<file path="src/sv/frba_pkg.sv">
// shared types and constants of the frame ring buffer allocator
`default_nettype none
package frba_pkg;

	// field widths
	localparam int SIZE_W   = 25;
	localparam int OFFSET_W = 24;
	localparam int CMD_W    = 2;
	localparam int SLOT_W   = 2;
	localparam int STATUS_W = 2;

	// allocations are 16-byte granular
	localparam int ALIGN_BITS = 4;

	// ring size after reset
	localparam logic [SIZE_W-1:0] SIZE_RESET = 25'd65536;

	typedef enum logic [CMD_W-1:0] {
		CMD_ALLOC = 2'd0,
		CMD_SWAP  = 2'd1,
		CMD_FREE  = 2'd2
	} cmd_t;

	typedef enum logic [STATUS_W-1:0] {
		ST_OK         = 2'd0,
		ST_MISALIGNED = 2'd1,
		ST_NO_SPACE   = 2'd2
	} status_t;

	// allocator counters
	typedef struct packed {
		logic [SIZE_W-1:0] write_offset;
		logic [SIZE_W-1:0] frame_usage;
		logic [SIZE_W-1:0] available;
	} ctr_t;

	// one result item
	typedef struct packed {
		logic [OFFSET_W-1:0] alloc_offset;
		status_t             status;
	} res_t;

endpackage
`default_nettype wire

</file>
<file path="src/sv/frba_exec.sv">
// command evaluation: next counters, slot write and result of one item
`default_nettype none
module frba_exec (
	input  wire logic [frba_pkg::CMD_W-1:0]  cmd,
	input  wire logic [frba_pkg::SIZE_W-1:0] alloc_size,
	input  wire logic                        slot_ok,
	input  wire logic [frba_pkg::SIZE_W-1:0] buffer_size,
	input  wire logic [frba_pkg::SIZE_W-1:0] rec_rdata,
	input  wire frba_pkg::ctr_t              ctr,
	output frba_pkg::ctr_t                   ctr_next,
	output logic                             rec_we,
	output frba_pkg::res_t                   res
);
	import frba_pkg::*;

	logic [SIZE_W:0]   end_sum;
	logic              wrap;
	logic [SIZE_W-1:0] tail;
	logic [SIZE_W:0]   use_sum;
	logic [SIZE_W+1:0] need;
	logic              fits;
	logic [SIZE_W-1:0] base;
	logic [SIZE_W:0]   base_end;
	logic [SIZE_W-1:0] swap_avail;
	logic [SIZE_W:0]   free_sum;
	logic [SIZE_W-1:0] free_avail;

	// allocate datapath: wrap decision, charged usage and fit check
	always_comb begin
		end_sum  = {1'b0, ctr.write_offset} + {1'b0, alloc_size};
		wrap     = end_sum >= {1'b0, buffer_size};
		tail     = (buffer_size >= ctr.write_offset) ?
			(buffer_size - ctr.write_offset) : '0;
		use_sum  = {1'b0, ctr.frame_usage} + (wrap ? {1'b0, tail} : '0);
		need     = {1'b0, use_sum} + {2'b00, alloc_size};
		fits     = need <= {2'b00, ctr.available};
		base     = wrap ? '0 : ctr.write_offset;
		base_end = {1'b0, base} + {1'b0, alloc_size};
	end

	// swap and free arithmetic, both saturating
	always_comb begin
		swap_avail = (ctr.available >= ctr.frame_usage) ?
			(ctr.available - ctr.frame_usage) : '0;
		free_sum   = {1'b0, ctr.available} + {1'b0, rec_rdata};
		free_avail = (free_sum > {1'b0, buffer_size}) ?
			buffer_size : free_sum[SIZE_W-1:0];
	end

	// command select
	always_comb begin
		ctr_next         = ctr;
		rec_we           = 1'b0;
		res.alloc_offset = '0;
		res.status       = ST_OK;
		case (cmd_t'(cmd))
			CMD_ALLOC: begin
				if (alloc_size[ALIGN_BITS-1:0] != '0) begin
					res.status = ST_MISALIGNED;
				end else if (!fits) begin
					res.status = ST_NO_SPACE;
				end else begin
					res.alloc_offset      = base[OFFSET_W-1:0];
					ctr_next.frame_usage  = need[SIZE_W-1:0];
					ctr_next.write_offset = base_end[SIZE_W-1:0];
				end
			end
			CMD_SWAP: begin
				if (slot_ok) begin
					rec_we               = 1'b1;
					ctr_next.available   = swap_avail;
					ctr_next.frame_usage = '0;
				end
			end
			CMD_FREE: begin
				if (slot_ok) begin
					ctr_next.available = free_avail;
				end
			end
			default: begin
			end
		endcase
	end

endmodule
`default_nettype wire

</file>
<file path="src/sv/frame_ring_buffer_allocator.sv">
// top level of the frame ring buffer allocator
//
//   port group         direction  qualifier     contents
//   command item       in         start & !busy cmd, alloc_size, frame_index
//   result item        out        done          alloc_offset, status, space_available
//   ring size register in         buffer_size_we buffer_size_wdata
//
// one item per cycle while busy is low; an accepted item passes the input register and then
// the result register, which shows its result, marked by done.
// the counters update in the same cycle as the result register, so a following item
// sees them without stall. busy is high only in the first cycle after reset.
// results cannot be held off; each stands on the ports for exactly one cycle.
`default_nettype none
module frame_ring_buffer_allocator #(
	parameter int FRAMES = 4
) (
	input  wire logic                            clk,
	input  wire logic                            arst_n,
	input  wire logic                            start,
	output logic                                 busy,
	input  wire logic [frba_pkg::CMD_W-1:0]      cmd,
	input  wire logic [frba_pkg::SIZE_W-1:0]     alloc_size,
	input  wire logic [frba_pkg::SLOT_W-1:0]     frame_index,
	input  wire logic                            buffer_size_we,
	input  wire logic [frba_pkg::SIZE_W-1:0]     buffer_size_wdata,
	output logic                                 done,
	output logic [frba_pkg::OFFSET_W-1:0]        alloc_offset,
	output logic [frba_pkg::STATUS_W-1:0]        status,
	output logic [frba_pkg::SIZE_W-1:0]          space_available
);
	import frba_pkg::*;

	localparam int IDX_W = (FRAMES > 1) ? $clog2(FRAMES) : 1;

	logic                busy_q;
	logic                valid_s1;
	logic [CMD_W-1:0]    cmd_s1;
	logic [SIZE_W-1:0]   size_s1;
	logic [SLOT_W-1:0]   slot_s1;
	logic [SIZE_W-1:0]   buffer_size_q;
	ctr_t                ctr_q;
	ctr_t                ctr_next;
	logic [SIZE_W-1:0]   rec_q [FRAMES];
	logic                slot_ok;
	logic [IDX_W-1:0]    slot_idx;
	logic                rec_we;
	res_t                res;
	logic                done_q;
	logic [OFFSET_W-1:0] offset_q;
	logic [STATUS_W-1:0] status_q;
	logic [SIZE_W-1:0]   space_q;

	assign busy = busy_q;

	// one-cycle busy after reset
	always_ff @(posedge clk or negedge arst_n) begin
		if (!arst_n) begin
			busy_q <= 1'b1;
		end else begin
			busy_q <= 1'b0;
		end
	end

	// input register
	always_ff @(posedge clk or negedge arst_n) begin
		if (!arst_n) begin
			valid_s1 <= 1'b0;
		end else begin
			valid_s1 <= start && !busy_q;
		end
	end

	always_ff @(posedge clk) begin
		if (start && !busy_q) begin
			cmd_s1  <= cmd;
			size_s1 <= alloc_size;
			slot_s1 <= frame_index;
		end
	end

	// slot decode
	assign slot_ok  = 32'(slot_s1) < FRAMES;
	assign slot_idx = IDX_W'(slot_s1);

	frba_exec u_exec (
		.cmd         (cmd_s1),
		.alloc_size  (size_s1),
		.slot_ok     (slot_ok),
		.buffer_size (buffer_size_q),
		.rec_rdata   (rec_q[slot_idx]),
		.ctr         (ctr_q),
		.ctr_next    (ctr_next),
		.rec_we      (rec_we),
		.res         (res)
	);

	// ring size register and counters; a size write restarts the counters
	always_ff @(posedge clk or negedge arst_n) begin
		if (!arst_n) begin
			buffer_size_q      <= SIZE_RESET;
			ctr_q.write_offset <= '0;
			ctr_q.frame_usage  <= '0;
			ctr_q.available    <= SIZE_RESET;
		end else if (buffer_size_we) begin
			buffer_size_q      <= buffer_size_wdata;
			ctr_q.write_offset <= '0;
			ctr_q.frame_usage  <= '0;
			ctr_q.available    <= buffer_size_wdata;
		end else if (valid_s1) begin
			ctr_q <= ctr_next;
		end
	end

	// per-frame recorded usage
	always_ff @(posedge clk or negedge arst_n) begin
		if (!arst_n) begin
			for (int i = 0; i < FRAMES; i++) begin
				rec_q[i] <= '0;
			end
		end else if (valid_s1 && rec_we) begin
			rec_q[slot_idx] <= ctr_q.frame_usage;
		end
	end

	// result register
	always_ff @(posedge clk or negedge arst_n) begin
		if (!arst_n) begin
			done_q <= 1'b0;
		end else begin
			done_q <= valid_s1;
		end
	end

	always_ff @(posedge clk) begin
		if (valid_s1) begin
			offset_q <= res.alloc_offset;
			status_q <= res.status;
			space_q  <= ctr_next.available;
		end
	end

	assign done            = done_q;
	assign alloc_offset    = offset_q;
	assign status          = status_q;
	assign space_available = space_q;

endmodule
`default_nettype wire

</file>
<file path="config.mk">
export PLATFORM = sky130hd
export DESIGN_NAME = frame_ring_buffer_allocator
export DESIGN_NICKNAME = d
export VERILOG_FILES = /design/src/sv/frba_pkg.sv /design/src/sv/frba_exec.sv /design/src/sv/frame_ring_buffer_allocator.sv
export SDC_FILE = /design/constraint.sdc
export NUM_CORES = 1
export LEC_CHECK = 0
export BUFFER_PORTS_ARGS = -buffer_cell sky130_fd_sc_hd__buf_4
export CORE_MARGIN = 2
export CORE_UTILIZATION = 50
export CTS_CLUSTER_DIAMETER = 50
export CTS_CLUSTER_SIZE = 30
export DETAILED_ROUTE_END_ITERATION = 8
export PLACE_DENSITY_LB_ADDON = 0.2
export REMOVE_ABC_BUFFERS = 1
export SYNTH_ARGS = -nofsm -noshare
export SYNTH_HDL_FRONTEND = slang
export SYNTH_SLANG_ARGS = --single-unit
</file>
<file path="constraint.sdc">
create_clock -name clk -period 12 [get_ports clk]
set_input_delay 2.4 -clock clk [delete_from_list [all_inputs] [get_ports clk]]
set_output_delay 2.4 -clock clk [all_outputs]
set_load 0.01 [all_outputs]
</file>
==> results.md, run 1 <==
- The flow ran to the end, and the final reports show no timing, DRC or antenna violations.
- The floorplan step defined a die boundary enclosing 46200 um^2.
- Along the worst path, the maximum fanout reaches 24.
- The relative contribution of combinational cells to total power is 30.7%.
- The highest-delay cell along the critical path is or4b_4.
- The clock drives 283 sinks.
- The final setup violation count is 0.
- The clock tree from TritonCTS is done.
- The achievable clock frequency is 0.08917 GHz.
- In this run, the number of DRC markers left after iteration 0 of detailed routing was 1512.
- The area inside the core boundary is 44030 um^2.
- Counting instances, the worst hold path has a depth of 2.
- After detailed routing, the number of vias per cell comes to 6.102.
- The signal arrival time at the worst endpoint is 11.62 ns.
- The number of global-route vias before repair was 18796.
- The max-capacitance violation count is 0.
- The multi-input combinational cells in the finished layout cover a total of 13950 um^2.
- After synthesis, the netlist uses 80 different library cells.
- Clock skew on the completed layout was measured at 0.04668 ns.
- The initial antenna violation count is 0.
- CTS built an H-tree with a depth of 2.
- After clock tree synthesis, the flow added hold-fix buffers numbering 0.
- The longest clock path from root to sink contains 3 buffers.
- The power density over cell area is 131.1 nW/um^2.
- The slew at the pin with the worst max-slew slack is 1.164 ns.
- The relative contribution of sequential cells to total power is 33.0%.
- The effective utilization at floorplan is 50.53%.
- The most numerous cell on the critical path is ha_1.
- Across the whole layout, storage elements account for 7487 um^2.
- The share of synthesized flip-flops with an asynchronous set or reset is 71.73%.
- The power share of the clock group is 36.3%.
- The count of buffers from port buffering is 110.
- In this run the biggest area consumer among cell types represents 22.49% of the synthesized area.
- The beginning of the worst hold path is rec_q[52].
- The wire length of the first global-routing pass is 105300 um.
- The worst min-delay path endpoint is rec_q[52].
- The detailed router placed 19112 vias in this run.
- The number of synthesized flops with an enable pin is 80.
- In this design, the stage delay of the slowest critical-path cell is 0.50 ns.
- Synthesis inferred 283 register bits.
- The internal power is 0.002143 W.
- The y dimension of the die is 214.9 um.
- The clock reaches the later pin of the worst-skew pair after 0.59 ns.
- The cell area after placement is 23760 um^2.
- ha_1 is the most common cell in the netlist.
- Data on the critical path is required at its endpoint by 12.41 ns.
- At the placement stage, the worst setup path has a slack of 0.0001741 ns.
- The worst register-to-register path has a depth of 49.
- The startpoint-to-endpoint class of the critical path is reg -> reg.
- After the last flow step, the layout net total stands at 2830.
- The final antenna diode count is 0.
- Row generation in the floorplan step produced 77 rows.
- From synthesis to final layout, the design area changed by 13.14%.
- The flip-flop cell with the highest count after synthesis is dfrtp_1.
- The instance count after placement with tap cells included is 3061.
- dfrtp_1 takes more of the synthesized area than any other cell.
- Entering global routing, the biggest net connects 106 pins.
- In the finished design, the share of the clock period the worst path needs comes to 93.45%.
- After filler insertion, the fill cell instance count of the layout stands at 3864.
- The final weighted congestion in routability-driven placement is 0.9464.
- In this run the horizontal extent of the chip is 214.9 um.
- The kind of launch point of the worst setup path is a register.
- The startpoint of the lowest-slack register-to-register path is size_s1[0].
- The clock-pin transition on the worst setup and hold timing paths is 0.06 ns.
- The switching share of power is 35.05%.
- Across all register-to-register paths, the minimum setup slack is 0.79 ns.
- The count of final max-slew check failures was 0.
- The total grt overflow is 0.
- The share of the yosys chip area belonging to registers is 33.65%.
- The number of I/O pins is 111.
- The routed wirelength normalized by instance count is 21.86 um.
- The finished layout holds 3132 standard cells, fillers aside.
- The number of endpoints with negative hold slack in the final report was 0.
- The max-slew headroom at the worst pin is 22.20%.
- The total wire length after detailed routing is 68460 um.
- VDD sags by at most 0.0001182 V.
- The leakage power of the design is 11.34 nW.
- The detail route stage leaves a number of antenna-violating nets equal to 0.
- The worst setup path is captured at a register.
- After synthesis, the most frequently instantiated cells are 254 x ha_1, 200 x dfrtp_1, 193 x nor2_1, 188 x o21ai_0, 178 x a21oi_1.
- The share of layout cells above drive strength 1 is 12.32%.
- For this run, the number of Yosys warnings is 0.
- The detailed placement HPWL is 52710 um.
- The worst hold-check path type is reg -> reg.
- After synthesis the cells add up to 22250 um^2.
- The reported net switching power is 0.001157 W.
- The final period demand of the worst path is 11.21 ns.
- The cell sitting at the root of the clock tree is a clkbuf_16.
- The number of remaining DRC errors is 0.
- The endpoint identified for the worst register-to-register timing path is ctr_q[63].
- Sorting the synthesized cells by area gives the leading types as dfrtp_1 22%, ha_1 14%, edfxtp_1 11%.
- The mean instance size in the synthesized netlist is 9.217 um^2.
- The final instance area is 25170 um^2.
- Setup slack closes at 0.7860 ns.
- Synthesis produced a netlist whose cell count is 2414.
- The overall track demand over capacity in global routing is 29.38%.
- The number of clock buffers inserted by TritonCTS is 38.
- The number of optimization iterations in the first detailed-route pass is 7.
==> state kept, by name, summed over array words and instances, names as in the netlist <==
register         flops
space_available     25
size_s1             25
alloc_offset        24
slot_idx             2
rec_q              100
buffer_size_q       25
status               2
ctr_q               75
done                 1
busy                 1
cmd_s1               2
valid_s1             1
==> worst max-delay path by stage <==
stage / slack, ns / startpoint / endpoint / depth (start not counted)
3_5_place_dp: 0.0002 / size_s1[0] / ctr_q[53] / 51
4_1_cts: 0.05 / size_s1[0] / ctr_q[63] / 48
3_3_place_gp: 0.25 / size_s1[0] / ctr_q[50] / 48
5_1_grt: -0.002 / size_s1[0] / ctr_q[68] / 49
6_report: 0.79 / size_s1[0] / ctr_q[63] / 49
2_1_floorplan: -1.65 / size_s1[0] / ctr_q[27] / 48
==> power groups by stage <==
| stage | Clock, W | Combinational [W] | Sequential (W) |
|---|---|---|---|
| 5_1_grt | 0.00125 | 0.00111 | 0.00109 |
| 4_1_cts | 0.00121 | 0.000987 | 0.00109 |
| 2_1_floorplan | 0 | 0.000671 | 0.00109 |
| 3_3_place_gp | 0 | 0.000960 | 0.00110 |
| 6_report | 0.00120 | 0.00101 | 0.00109 |
| 3_5_place_dp | 0 | 0.000978 | 0.00110 |
==> routing by layer <==
metal | global-route usage (%) | share of wire, % | wire [um]
met1 | 39.92 | 44 | 30430
met4 | 11.78 | 3.8 | 2606
met2 | 47.65 | 45 | 31140
met5 | 0 | 0 | 0
met3 | 3.793 | 6.3 | 4281
==> critical path: cells and delay by family, from the launching register on <==
kind	cells	cell delay [ns]
multiplexers	1	0.22
flip-flops	1	0.46
XOR/XNOR	3	0.58
AO/OA/AOI/OAI	24	5.15
adder cells (fa/ha/maj)	6	2.03
buffers and inverters	3	0.58
AND/OR/NAND/NOR	12	2.03
==> timing repair <==
item / 4_1_cts / 5_1_grt
endpoints found under the setup margin: 34 / 74
buffers inserted: 0 / 2
pin swaps: 0 / 3
resized for setup: 1 / 17
==> stage by stage <==
stage | TNS [ns] | power [W] | util, % | hold WS [ns]
floorplan | -47.82 | 0.001763 | - | 0.4446
global placement | 0 | 0.002063 | 53.97 | 0.4565
detailed placement | 0 | 0.002083 | 53.97 | 0.4669
CTS | 0 | 0.003285 | 57.02 | 0.4831
global route | -0.001876 | 0.003454 | 57.17 | 0.4939
finish | 0 | 0.003300 | 57.17 | 0.4794
==> layout by cell type, fill, tap and decap left out, types with 32 or more instances in the layout <==
master,netlist,layout
nand4_1,33,33
xor2_1,40,40
o21ai_0,188,184
clkbuf_16,0,40
dfrtp_1,200,199
mux2i_1,46,46
o211ai_1,32,32
edfxtp_1,80,80
nand2b_1,43,43
buf_4,3,134
a21o_1,71,70
o21a_1,32,32
and2_1,32,32
nor2_1,193,193
xnor2_1,101,101
inv_1,157,157
nor2b_1,42,41
mux2_2,50,50
a21oi_1,178,177
nand2_1,176,176
ha_1,254,253
and3_1,40,40
nand3_1,32,32
==> area by class of cell <==
cell class | instances | area share [%]
multi-input cells | 1893 | 55.41
flip-flops and latches | 283 | 29.74
repair buffers | 137 | 4.210
clock buffers | 44 | 4.115
well taps | 592 | 2.942
inverters | 158 | 2.356
clock inverters | 25 | 1.223
==> cells by family after synthesis <==
group / count (synthesis) / synth area share [%]
multiplexers: 121 / 7.131
other: 1 / 0.01685
flip-flops: 283 / 33.65
AND/OR/NAND/NOR: 680 / 14.96
adder cells (fa/ha/maj): 261 / 14.91
XOR/XNOR: 141 / 5.551
buffers and inverters: 238 / 4.111
AO/OA/AOI/OAI: 689 / 19.67
(Power assumes the default switching activity.)
==> run 2, diff against run 1 <==
--- a/config.mk
+++ b/config.mk
@@ -12,7 +12,6 @@
 export CTS_CLUSTER_SIZE = 30
 export DETAILED_ROUTE_END_ITERATION = 8
 export PLACE_DENSITY_LB_ADDON = 0.2
-export REMOVE_ABC_BUFFERS = 1
 export SYNTH_ARGS = -nofsm -noshare
 export SYNTH_HDL_FRONTEND = slang
 export SYNTH_SLANG_ARGS = --single-unit
==> results.md, run 2 (synthesized netlist as in run 1, its figures left out) <==
- The number of cell rows is 77.
- The achievable clock frequency is 0.08885 GHz.
- In this run the worst path has a maximum fanout of 30.
- Global routing finished with a remaining overflow of 0.
- The part of the cycle the worst path needs is 93.79%.
- The maximum level of the CTS H-tree is 1.
- In this run the horizontal extent of the chip is 214.9 um.
- The effective utilization at floorplan is 50.53%.
- The number of global-route vias before repair is 18669.
- The overall track demand over capacity in global routing is 29.17%.
- Once placement finished, the instance area stood at 23800 um^2.
- The worst setup slack for register-to-register paths is 0.74 ns.
- After detailed routing, the average wire length per cell comes to 21.85 um.
- The initial antenna violation count is 0.
- The count of buffers from port buffering is 110.
- For the pin with the worst max-slew slack, the measured transition is 1.096 ns.
- The wire length of the first global-routing pass is 105000 um.
- Using the TritonRoute via totals, the vias-per-cell ratio works out to 6.052.
- The number of optimization iterations in the first detailed-route pass is 6.
- Net switching is 36.54% of the power.
- The worst setup path is captured at a register.
- The startpoint of the lowest-slack register-to-register path is size_s1[0].
- Final hold analysis gives a worst-case slack of 0.4803 ns.
- Ranked by flip-flop count, first place goes to rec_q.
- The run finished with clean final reports.
- The power share of the clock group is 32.6%.
- The worst IR drop on VDD is 0.0001027 V.
- The finished cells cover 25050 um^2.
- The final weighted congestion in routability-driven placement is 0.9444.
- In this run the power spent charging and discharging nets is 0.001145 W.
- The worst hold path passes through 2 cells.
- The relative contribution of combinational cells to total power is 32.6%.
- The post-synthesis net count is 2733.
- The count of final max-slew check failures is 0.
- The most numerous cell on the critical path is o21ai_0.
- The highest-delay cell along the critical path is a2111oi_2.
- The register with the most flip-flops in the layout has 100 of them.
- The layout net count is 2832.
- Setup violations remaining at the end of the flow were counted as 0.
- The max-slew headroom at the worst pin is 26.79%.
- The signed area change from the synthesized netlist to the final layout is 12.59%.
- The die covers 46200 um^2.
- Clock tree synthesis selected as its root buffer the cell clkbuf_16.
- The final period demand of the worst path is 11.26 ns.
- The max-capacitance violation count is 0.
- At the worst endpoint, the required time is 12.52 ns.
- Entering global routing, the biggest net connects 82 pins.
- Clock skew on the completed layout was measured at 0.02662 ns.
- The setup path with the least slack is of type reg -> reg.
- The number of endpoints with negative hold slack in the final report is 0.
- For hold timing, the worst endpoint is rec_q[42].
- The leakage power of the design is 11.28 nW.
- Counting cells, the worst reg-to-reg path comes to 52.
- The area inside the core boundary is 44030 um^2.
- Timing analysis after detailed placement gives a worst setup slack of -0.04736 ns.
- The worst reg2reg path endpoint is ctr_q[31].
- The top cell types in the final layout, fill and taps aside, are 253 x ha_1, 199 x dfrtp_1, 193 x nor2_1, 185 x o21ai_0, 177 x a21oi_1.
- The relative contribution of sequential cells to total power is 34.8%.
- Cell internal power was estimated by the tool at 0.001989 W.
- The clock insertion delay at the later pin of the skew report is 0.61 ns.
- In this run the worst hold path is classified as reg -> reg.
- The most common cell after layout, fill and taps aside is ha_1.
- In this run the deepest clock path goes through 3 buffers.
- Clock-pin slew was measured on the worst setup and hold paths at 0.08 ns.
- STA classifies the critical path startpoint as a register.
- Power spread over the standard cell area amounts to 125.1 nW/um^2.
- The y dimension of the die is 214.9 um.
- The number of clock buffers inserted by TritonCTS is 31.
- TritonCTS built the clock tree.
- In the post-route analysis, the smallest setup slack over all paths is 0.7449 ns.
- The CTS sink count is 283.
- The final route contains 18944 vias.
- For this run, design rule violations remaining after detail routing come to 0.
- 111 I/O pins were placed.
- The startpoint identified for the worst hold timing path is rec_q[42].
- The DRC marker count from the first detailed-route iteration is 1388.
- Summed over all nets, the half-perimeter wirelength after detailed placement is 54270 um.
- STA puts the critical path data arrival time at 11.78 ns.
- For this block, the routed nets add up to 68400 um of wire.
- The final setup TNS is 0 ns.
- In the final layout, the registers with the most flip-flops are rec_q: 100 flops, ctr_q: 75 flops.
- In this design, the stage delay of the slowest critical-path cell is 0.52 ns.
- After clock tree synthesis, the flow added hold-fix buffers numbering 0.
- The final antenna diode count is 0.
- Of the cells placed in the final design, the portion with a size suffix greater than 1 is 12.61%.
- Once detail routing completed, the nets flagged for antenna violations numbered 0.
==> run 2: cell count changes in the layout (fill, tap and decap cells not counted), sizes merged <==
cell,previous run,this run
clkinv,11,10
clkbuf,45,32
inv,168,174
buf,136,145
clkinvlp,2,0
bufinv,2,1
==> run 2: how the worst max path moves through the flow <==
| stage | from | end | slack (ns) | depth (start not counted) |
|---|---|---|---|---|
| after global placement | size_s1[0] | ctr_q[50] | 0.15 | 46 |
| after detailed placement | size_s1[0] | ctr_q[57] | -0.05 | 48 |
| after floorplan | size_s1[0] | ctr_q[53] | 1.52 | 50 |
| final | size_s1[0] | ctr_q[31] | 0.74 | 52 |
| after global routing | size_s1[0] | ctr_q[33] | -0.08 | 53 |
| after CTS | size_s1[0] | ctr_q[57] | 0.01 | 48 |
==> run 2: power groups by stage <==
stage / Clock, W / Sequential (W) / Combinational [W]
floorplan: 0 / 0.00109 / 0.000685
global placement: 0 / 0.00111 / 0.000964
detailed placement: 0 / 0.00111 / 0.000979
CTS: 0.00103 / 0.00109 / 0.000986
global route: 0.00108 / 0.00110 / 0.00112
finish: 0.00102 / 0.00109 / 0.00102
==> run 2: cell type report <==
class                      count  area (um^2)
clock buffer                  31        775.7
inverter                     158        593.1
clock inverter                27        325.3
fill                        3943        18980
sequential                   283         7487
timing repair buffer         146         1127
multi-input combinational   1893        14000
tap                          592        740.7
==> run 2: repair_timing <==
| action | 4_1_cts | 5_1_grt |
|---|---|---|
| endpoints found under the setup margin | 44 | 75 |
| resized for setup | 1 | 23 |
| setup buffers | 0 | 6 |
| pin swaps | 0 | 5 |
==> run 2: per-stage QoR <==
step	cells	total power (W)	util, %
3_5_place_dp	3066	0.002087	54.05
5_1_grt	3130	0.003290	56.89
4_1_cts	3124	0.003110	56.55
2_1_floorplan	2414	0.001775	-
3_3_place_gp	3066	0.002071	54.05
6_report	3130	0.003134	56.89
==> run 2: layer usage <==
metal	GRT usage (%)	wire [um]
met4	9.560	2364
met5	0	0
met2	48.00	31330
met1	40.22	31000
met3	3.255	3701
==> run 2: worst max-delay path, delay by kind of cell (launching register included) <==
kind | cells | cell delay (ns)
flops | 1 | 0.47
buf+inv | 4 | 0.76
xor+xnor | 3 | 0.68
simple gates | 11 | 1.48
mux | 1 | 0.21
compound gates | 27 | 5.53
fa+ha+maj | 6 | 1.95
==> run 3, diff against run 2 <==
--- a/config.mk
+++ b/config.mk
@@ -11,7 +11,7 @@
 export CTS_CLUSTER_DIAMETER = 50
 export CTS_CLUSTER_SIZE = 30
 export DETAILED_ROUTE_END_ITERATION = 8
-export PLACE_DENSITY_LB_ADDON = 0.2
+export PLACE_DENSITY = 0.67
 export SYNTH_ARGS = -nofsm -noshare
 export SYNTH_HDL_FRONTEND = slang
 export SYNTH_SLANG_ARGS = --single-unit
==> results.md, run 3 (synthesized netlist as in run 1, its figures left out) <==
- The number of global-route vias before repair was 18719.
- The flow ran to the end, and the final reports show no timing, DRC or antenna violations.
- The largest registers in the layout are rec_q: 100 flops, ctr_q: 75 flops.
- The clock-pin transition on the worst setup and hold timing paths is 0.07 ns.
- After layout, the worst path uses 93.90% of the clock period.
- The count of nets left with antenna violations once routing finished came out at 0.
- The final weighted congestion in routability-driven placement is 0.9316.
- The total overflow left after global routing is 0.
- The number of optimization iterations in the first detailed-route pass is 5.
- The overall via count from detail_route is 19096.
- The final antenna diode count is 0.
- The post-synthesis net count is 2733.
- The clock insertion delay at the later pin of the skew report is 0.59 ns.
- The detailed placement HPWL is 53610 um.
- In this run, the number of DRC markers left after iteration 0 of detailed routing was 1609.
- The die area is 46200 um^2.
- The library cells used most frequently in the layout, excluding fill and tap cells, are 253 x ha_1, 199 x dfrtp_1, 193 x nor2_1, 183 x o21ai_0, 177 x a21oi_1.
- The most common cell after layout, fill and taps aside is ha_1.
- Across the routed clock network, the largest skew measured is 0.03846 ns.
- The leakage power of the design is 11.28 nW.
- Of the cells placed in the final design, the portion with a size suffix greater than 1 is 12.40%.
- For the worst setup path, the data arrival time is 11.75 ns.
- In this run the clock root is driven by a clkbuf_16.
- The data required time at the worst endpoint is 12.48 ns.
- The largest individual stage delay along the critical path comes from the cell or4b_4.
- More flip-flops sit in one register than any other, and that register is rec_q.
- The core region is 44030 um^2.
- Global routing used 29.39% of the available tracks across all layers.
- Setup repair after global routing left no endpoint under its margin.
- The tool flagged a number of max-cap violations equal to 0.
- Dividing total power by cell area gives a power density of 128.0 nW/um^2.
- The multi-input gate area in the final layout is 14070 um^2.
- Hold is met by 0.4789 ns.
- The peak fanout along the critical path is 24.
- The initial antenna violation count is 0.
- The worst setup slack for register-to-register paths is 0.73 ns.
- The clock tree from TritonCTS is done.
- The worst setup path is captured at a register.
- The effective utilization at floorplan is 50.53%.
- Entering global routing, the biggest net connects 87 pins.
- Dividing the detail-routed wire length by the instance count gives 22.02 um.
- Power comes to 0.003218 W.
- The number of cell rows is 77.
- The worst setup path is of the reg -> reg kind.
- The flip-flop count of the largest register, all copies and words added is 100.
- The maximum buffer depth of the clock tree is 3.
- The number of endpoints with negative hold slack in the final report was 0.
- The first global-routing pass estimated 105300 um of wire.
- The layout net count is 2825.
- The final period demand of the worst path is 11.27 ns.
- Using the TritonRoute via totals, the vias-per-cell ratio works out to 6.111.
- For this run, the slowest stage of the critical path takes 0.50 ns.
- The count of buffers from port buffering is 110.
- The CTS sink count is 283.
- The number of standard cells in the layout, taps in and fillers out is 3125.
- After detailed routing, the number of remaining DRC violations is 0.
- The final setup TNS is 0 ns.
- VDD sags by at most 0.00009276 V.
- The number of clock buffers inserted by TritonCTS is 35.
- Setup violations remaining at the end of the flow were counted as 0.
- Registers take 7487 um^2.
- STA classifies the critical path startpoint as a register.
- The count of final max-slew check failures came to 0.
- The floorplan step set the die width to 214.9 um.
- The achievable clock frequency is 0.08875 GHz.
- The max-slew headroom at the worst pin is 17.40%.
- The clock tree synthesis step divided the H-tree into 2 levels.
- 111 I/O pins were placed.
- The instance count after placement with tap cells included is 3059.
- At the pin with the least slew margin, the transition time is 1.234 ns.
- The signed area change from the synthesized netlist to the final layout is 13.03%.
- The total wire length after detailed routing is 68820 um.
- In this run the worst hold path is classified as reg -> reg.
- Fill cells in the final layout number 3921.
- The die is 214.9 um tall.
-- run 3: cell types whose count changed in the layout (fill, tap and decap cells not counted), sizes merged --
cell / change
clkbuf: +9
inv: -7
clkinvlp: +3
clkinv: +1
buf: -11
-- run 3: area by class of cell --
cell class	count	share of cell area (%)
clock inverter	24	1.090
sequential	283	29.77
inverter	158	2.358
timing repair buffer	135	4.169
clock buffer	40	3.722
tap	592	2.945
multi-input combinational	1893	55.94
-- run 3: worst paths after layout --
check / startpoint / depth (start not counted) / end
min: rec_q[34] / 2 / rec_q[34]
max in group asynchronous: arst_n / 2 / rec_q[23]
max reg2reg: size_s1[0] / 52 / ctr_q[69]
min in group asynchronous: arst_n / 1 / ctr_q[3]
min reg2reg: rec_q[34] / 2 / rec_q[34]
max: size_s1[0] / 52 / ctr_q[69]
-- run 3: worst max-delay path, delay by kind of cell (launching register included) --
family | cells | cell delay, ns
buffers and inverters | 3 | 0.60
multiplexers | 1 | 0.36
adder cells (fa/ha/maj) | 6 | 1.98
flip-flops | 1 | 0.47
AND/OR/NAND/NOR | 10 | 1.49
AO/OA/AOI/OAI | 29 | 5.73
XOR/XNOR | 3 | 0.52
-- run 3: power breakdown --
| group | switching (W) | internal (W) |
|---|---|---|
| Clock | 0.000496 | 0.000611 |
| Sequential | 0.0000504 | 0.00104 |
| Combinational | 0.000606 | 0.000415 |
-- run 3: what timing repair did --
action,4_1_cts,5_1_grt
setup buffers,0,2
hold buffers,0,0
setup endpoints to repair,49,74
pin swaps,0,3
gates resized for setup,3,31
-- run 3: through the flow --
step / cell area [um^2] / setup slack (ns) / util (%)
floorplan: 22250 / 1.524 / -
global placement: 23750 / 0.009976 / 53.93
detailed placement: 23750 / -0.3553 / 53.93
CTS: 24960 / 0.005023 / 56.70
global route: 25150 / 0.02494 / 57.12
finish: 25150 / 0.7323 / 57.12
-- run 3: routing by layer --
layer,part of all wire [%],vias up,track usage (%)
li1,-,9014,-
met2,45,644,46.21
met5,0,-,0
met1,45,9291,40.80
met3,6.0,147,3.439
met4,4.7,0,13.29
